==> src/cirs_pkg.sv <==
// shared constants, types and step codes of the colored icp residual sum block
// depends on nothing; every other file imports it
`default_nettype none

package cirs_pkg;

   localparam int COORD_W  = 24;
   localparam int PACK_W   = 48;
   localparam int RGB_W    = 24;
   localparam int WEIGHT_W = 17;
   localparam int SUM_W    = 63;

   localparam logic [WEIGHT_W-1:0] WEIGHT_ONE   = 17'd65536;
   localparam logic [WEIGHT_W-1:0] WEIGHT_RESET = 17'd63439;
   localparam logic [SUM_W-1:0]    SUM_MAX      = {SUM_W{1'b1}};

   // sequencer steps, one register group loads per step
   localparam int STEP_W = 5;
   localparam logic [STEP_W-1:0] STEP_PROD  = 5'd0;
   localparam logic [STEP_W-1:0] STEP_DSUM  = 5'd1;
   localparam logic [STEP_W-1:0] STEP_DRND  = 5'd2;
   localparam logic [STEP_W-1:0] STEP_PROJ  = 5'd3;
   localparam logic [STEP_W-1:0] STEP_OFF   = 5'd4;
   localparam logic [STEP_W-1:0] STEP_GPROD = 5'd5;
   localparam logic [STEP_W-1:0] STEP_GSUM  = 5'd6;
   localparam logic [STEP_W-1:0] STEP_ERR   = 5'd7;
   localparam logic [STEP_W-1:0] STEP_ESCL  = 5'd8;
   localparam logic [STEP_W-1:0] STEP_DIV0  = 5'd9;
   localparam logic [STEP_W-1:0] STEP_DIV2  = 5'd11;
   localparam logic [STEP_W-1:0] STEP_ESQ   = 5'd12;
   localparam logic [STEP_W-1:0] STEP_WMUL  = 5'd13;
   localparam logic [STEP_W-1:0] STEP_WADD  = 5'd14;
   localparam logic [STEP_W-1:0] STEP_TERM  = 5'd15;
   localparam logic [STEP_W-1:0] STEP_ACC   = 5'd16;

   typedef struct packed {
      logic signed [COORD_W-1:0] source_x;
      logic signed [COORD_W-1:0] source_y;
      logic signed [COORD_W-1:0] source_z;
      logic signed [COORD_W-1:0] target_x;
      logic signed [COORD_W-1:0] target_y;
      logic signed [COORD_W-1:0] target_z;
      logic [PACK_W-1:0]         normal_packed;
      logic [PACK_W-1:0]         gradient_packed;
      logic [RGB_W-1:0]          source_rgb;
      logic [RGB_W-1:0]          target_rgb;
      logic                      is_last;
   } cirs_item_type;

   typedef struct packed {
      logic              capture;
      logic              busy;
      logic [STEP_W-1:0] step;
      logic              commit;
   } cirs_cmd_type;

   typedef struct packed {
      logic is_last;
      logic out_blocked;
   } cirs_status_type;

endpackage

`default_nettype wire

==> src/cirs_ctrl.sv <==
// step sequencer: takes a word, walks the datapath through its steps, commits the sum
// depends on cirs_pkg
`default_nettype none

module cirs_ctrl import cirs_pkg::*; (
   input  wire logic            clock,
   input  wire logic            reset,
   input  wire logic            req_valid,
   output logic                 req_ready,
   output cirs_cmd_type         cmd,
   input  wire cirs_status_type status
);

   localparam logic ST_IDLE = 1'b0;
   localparam logic ST_RUN  = 1'b1;

   logic              state_ff, state_in;
   logic [STEP_W-1:0] step_ff, step_in;
   logic              accept;
   logic              commit;

   assign req_ready = (state_ff == ST_IDLE);
   assign accept    = req_valid && req_ready;
   // a last word waits at the final step until the output slot is free
   assign commit    = (state_ff == ST_RUN) && (step_ff == STEP_ACC)
                      && !(status.is_last && status.out_blocked);

   assign cmd.capture = accept;
   assign cmd.busy    = (state_ff == ST_RUN);
   assign cmd.step    = step_ff;
   assign cmd.commit  = commit;

   always_comb begin
      state_in = state_ff;
      step_in  = step_ff;
      unique case (state_ff)
         ST_IDLE: begin
            if (accept) begin
               state_in = ST_RUN;
               step_in  = STEP_PROD;
            end
         end
         ST_RUN: begin
            if (step_ff != STEP_ACC) begin
               step_in = step_ff + 1'b1;
            end else if (commit) begin
               state_in = ST_IDLE;
            end
         end
         default: begin
            state_in = ST_IDLE;
         end
      endcase
   end

   always_ff @(posedge clock) begin
      if (reset) begin
         state_ff <= ST_IDLE;
         step_ff  <= STEP_PROD;
      end else begin
         state_ff <= state_in;
         step_ff  <= step_in;
      end
   end

endmodule

`default_nettype wire

==> config.mk <==
export PLATFORM = sky130hd
export DESIGN_NAME = cirs_ctrl
export DESIGN_NICKNAME = d
export VERILOG_FILES = /design/src/cirs_pkg.sv /design/src/cirs_ctrl.sv
export SDC_FILE = /design/constraint.sdc
export NUM_CORES = 1
export LEC_CHECK = 0
export CELL_PAD_IN_SITES_DETAIL_PLACEMENT = 0
export CELL_PAD_IN_SITES_GLOBAL_PLACEMENT = 1
export CORE_AREA = 2 2 39 41
export CTS_CLUSTER_DIAMETER = 60
export DETAILED_ROUTE_END_ITERATION = 16
export DIE_AREA = 0 0 41 43
export DONT_BUFFER_PORTS = 1
export GPL_TIMING_DRIVEN = 0
export HOLD_SLACK_MARGIN = 0.15
export PLACE_DENSITY_LB_ADDON = 0.05
export SYNTH_ARGS = -nofsm -noshare
export SYNTH_HDL_FRONTEND = slang
export SYNTH_SLANG_ARGS = --single-unit
==> constraint.sdc <==
create_clock -name clock -period 1.4 [get_ports clock]
set_input_delay 0.28 -clock clock [delete_from_list [all_inputs] [get_ports clock]]
set_output_delay 0.28 -clock clock [all_outputs]
set_load 0.05 [all_outputs]
==> run summary <==
outcome - complete, but fails checks
failing checks - negative setup slack
Area Growth Syn to Fin - 59.3%
Max IR drop VDD - 0.000507 V
max-cap violations - 0
dpl cell area - 442 um^2
GRT overflow - 0
routed length per placed instance - 14.0 um
r2r setup slk - -0.15 ns
worst-margin pin slew - 0.389 ns
Mapped Area - 378 um^2
layout cells sized above 1 - 56.7%
initial antenna violation count - 0
DP Cell Count - 60
setup TNS - -0.677 ns
TritonCTS Sinks - 6
die width - 41 um
HP Class - in2reg
Inserted Clock Buffers - 3
CTS root buffer - clkbuf_4
TritonCTS clock tree - done
WHS Path Cells - 2
R2R depth - 7
n_diodes - 0
area of the core - 0.00138 mm^2
post-route ant nets - 0
Max Slew Vio Count - 0
Hold Vio Cnt, Final - 0
P_leak - 0.220 nW
number of global-route vias before repair - 351
Synth Warn # - 0
Worst Path Arrival - 1.42 ns
H-tree depth - 1
Post-Syn Area per Cell - 8.59 um^2
nets@finish - 68
Util after Layout - 43.5%
worst setup margin - -0.297 ns
gpl congestion - 0.668
first-pass GRT wire length - 1550 um
die area - 0.00176 mm^2
Yosys cell types - 24
Max Freq - 589 MHz
port bufs - 0
pin count of the biggest net entering global routing - 10
final cell count without fillers - 76
initial core utilization - 27.3%
Site Rows - 14
worst skew pair latency - 0.25 ns
Final Power - 0.490 mW
post-route clock period utilization - 121%
Remaining DRCs - 0
drt first pass iters - 3
Slew HR - 74.1%
RSZ-0062 raised after global routing - true
hold_ws - 0.191 ns
Synthesized Nets - 51
first-iteration detailed-routing DRC count - 8
Critical Path End Type - primary output
CP Launch Point - step_ff[1]$_SDFFE_PP0P_
setup violators final - 5
via/cell ratio - 5.41
worst r2r src - step_ff[0]$_SDFFE_PP0P_
Tmin final - 1.70 ns
Vias - 411
Post-Route WL - 1060 um
Finished Cell Area - 602 um^2
Worst-path clk slew - 0.05 ns
overall routing resource usage - 13.3%
register area share after synthesis - 31.8%
Worst EP required - 1.12 ns
Power Dens Cells - 815 mW/mm^2
Synth Register Bits - 6
I/O pin total - 14
cells after synthesis - 44
critical-path maximum fanout - 6
Final Skew - 0.00266 ns
Max clock buf depth - 2
Setup Crit Path Kind - reg2out
Startpoint Class - register
Die Ht - 43 um
DP Worst Slack - -0.128 ns
hold_sp - reset
Post-DP HPWL - 686 um
[flip-flops by register name, indices dropped and copies added, names as in the netlist]
register  cells
state_ff      1
step_ff       5
[cell usage after synthesis]
cell | n | share of area (%)
nand3_1 | 3 | 4.0
dfxtp_1 | 6 | 32
ha_1 | 2 | 6.6
a211oi_1 | 1 | 2.0
nand4b_1 | 1 | 2.3
nor3_1 | 2 | 2.6
or2b_1 | 1 | 2.0
nand4bb_1 | 1 | 3.0
nor2_1 | 1 | 0.99
o21ai_0 | 2 | 2.6
and4bb_2 | 1 | 3.3
buf_4 | 3 | 6.0
a41oi_1 | 1 | 2.3
o211ai_1 | 2 | 4.0
inv_1 | 3 | 3.0
or4_1 | 1 | 2.0
buf_2 | 1 | 1.3
a21oi_1 | 6 | 7.9
nor2b_1 | 1 | 1.7
a211oi_2 | 1 | 3.3
inv_2 | 1 | 0.99
nand2b_1 | 1 | 1.7
and4_1 | 1 | 2.3
o2bb2ai_1 | 1 | 2.3
[area by class of cell]
| cell class | count | area [um^2] |
|---|---|---|
| Tap cell | 16 | 20.0 |
| Sequential cell | 6 | 135 |
| Inverter | 4 | 20.0 |
| Clock buffer | 4 | 26.3 |
| Fill cell | 141 | 782 |
| Timing Repair Buffer | 12 | 96.3 |
| Multi-Input combinational cell | 30 | 259 |
| Buffer | 4 | 45.0 |
[layer usage]
layer	wire, um	global-route usage [%]	up-vias
met3	78	5.76	4
met4	15	6.00	0
met1	420	15.9	199
li1	-	-	197
met2	548	19.7	11
met5	0	0	-
[worst max-delay path, cell delays in order, from the launching register on]
cell and delay (ns):
dfxtp_4 0.42, inv_4 0.08, ha_4 0.15, nand4bb_4 0.13, a211oi_4 0.21, buf_6 0.19
[power breakdown]
part / internal, mW / switching [mW]
clock: 0.109 / 0.0728
combinational: 0.0541 / 0.0594
sequential: 0.174 / 0.0217
[what timing repair did]
action / 4_1_cts / 5_1_grt
hold buffers: 1 / 0
resized for setup: 8 / 5
hold endpoints to repair: 5 / 0
endpoints found under the setup margin: 3 / 7
buffers inserted: 7 / 4
pin swaps: 3 / 5
[cells in the final DEF, fill, tap and decap left out, types with 2 or more instances in the layout]
cell type	n
buf_6	3
dfxtp_4	3
inv_2	2
nand3_1	3
o21ai_0	2
dfxtp_2	3
a21oi_1	6
o211ai_1	2
clkbuf_4	3
nor3_1	2
inv_4	2
buf_4	11
[logic make-up after synthesis]
| logic type | synth area share, % |
|---|---|
| buf+inv | 11.3 |
| fa+ha+maj | 6.62 |
| flops | 31.8 |
| compound gates | 24.5 |
| simple gates | 25.8 |
[final timing paths]
check,to
min reg2reg,step_ff[0]$_SDFFE_PP0P_
max,cmd[0]
min,step_ff[4]$_SDFFE_PP0P_
max reg2reg,step_ff[1]$_SDFFE_PP0P_
No activity file was read; power rests on OpenSTA's default activity.
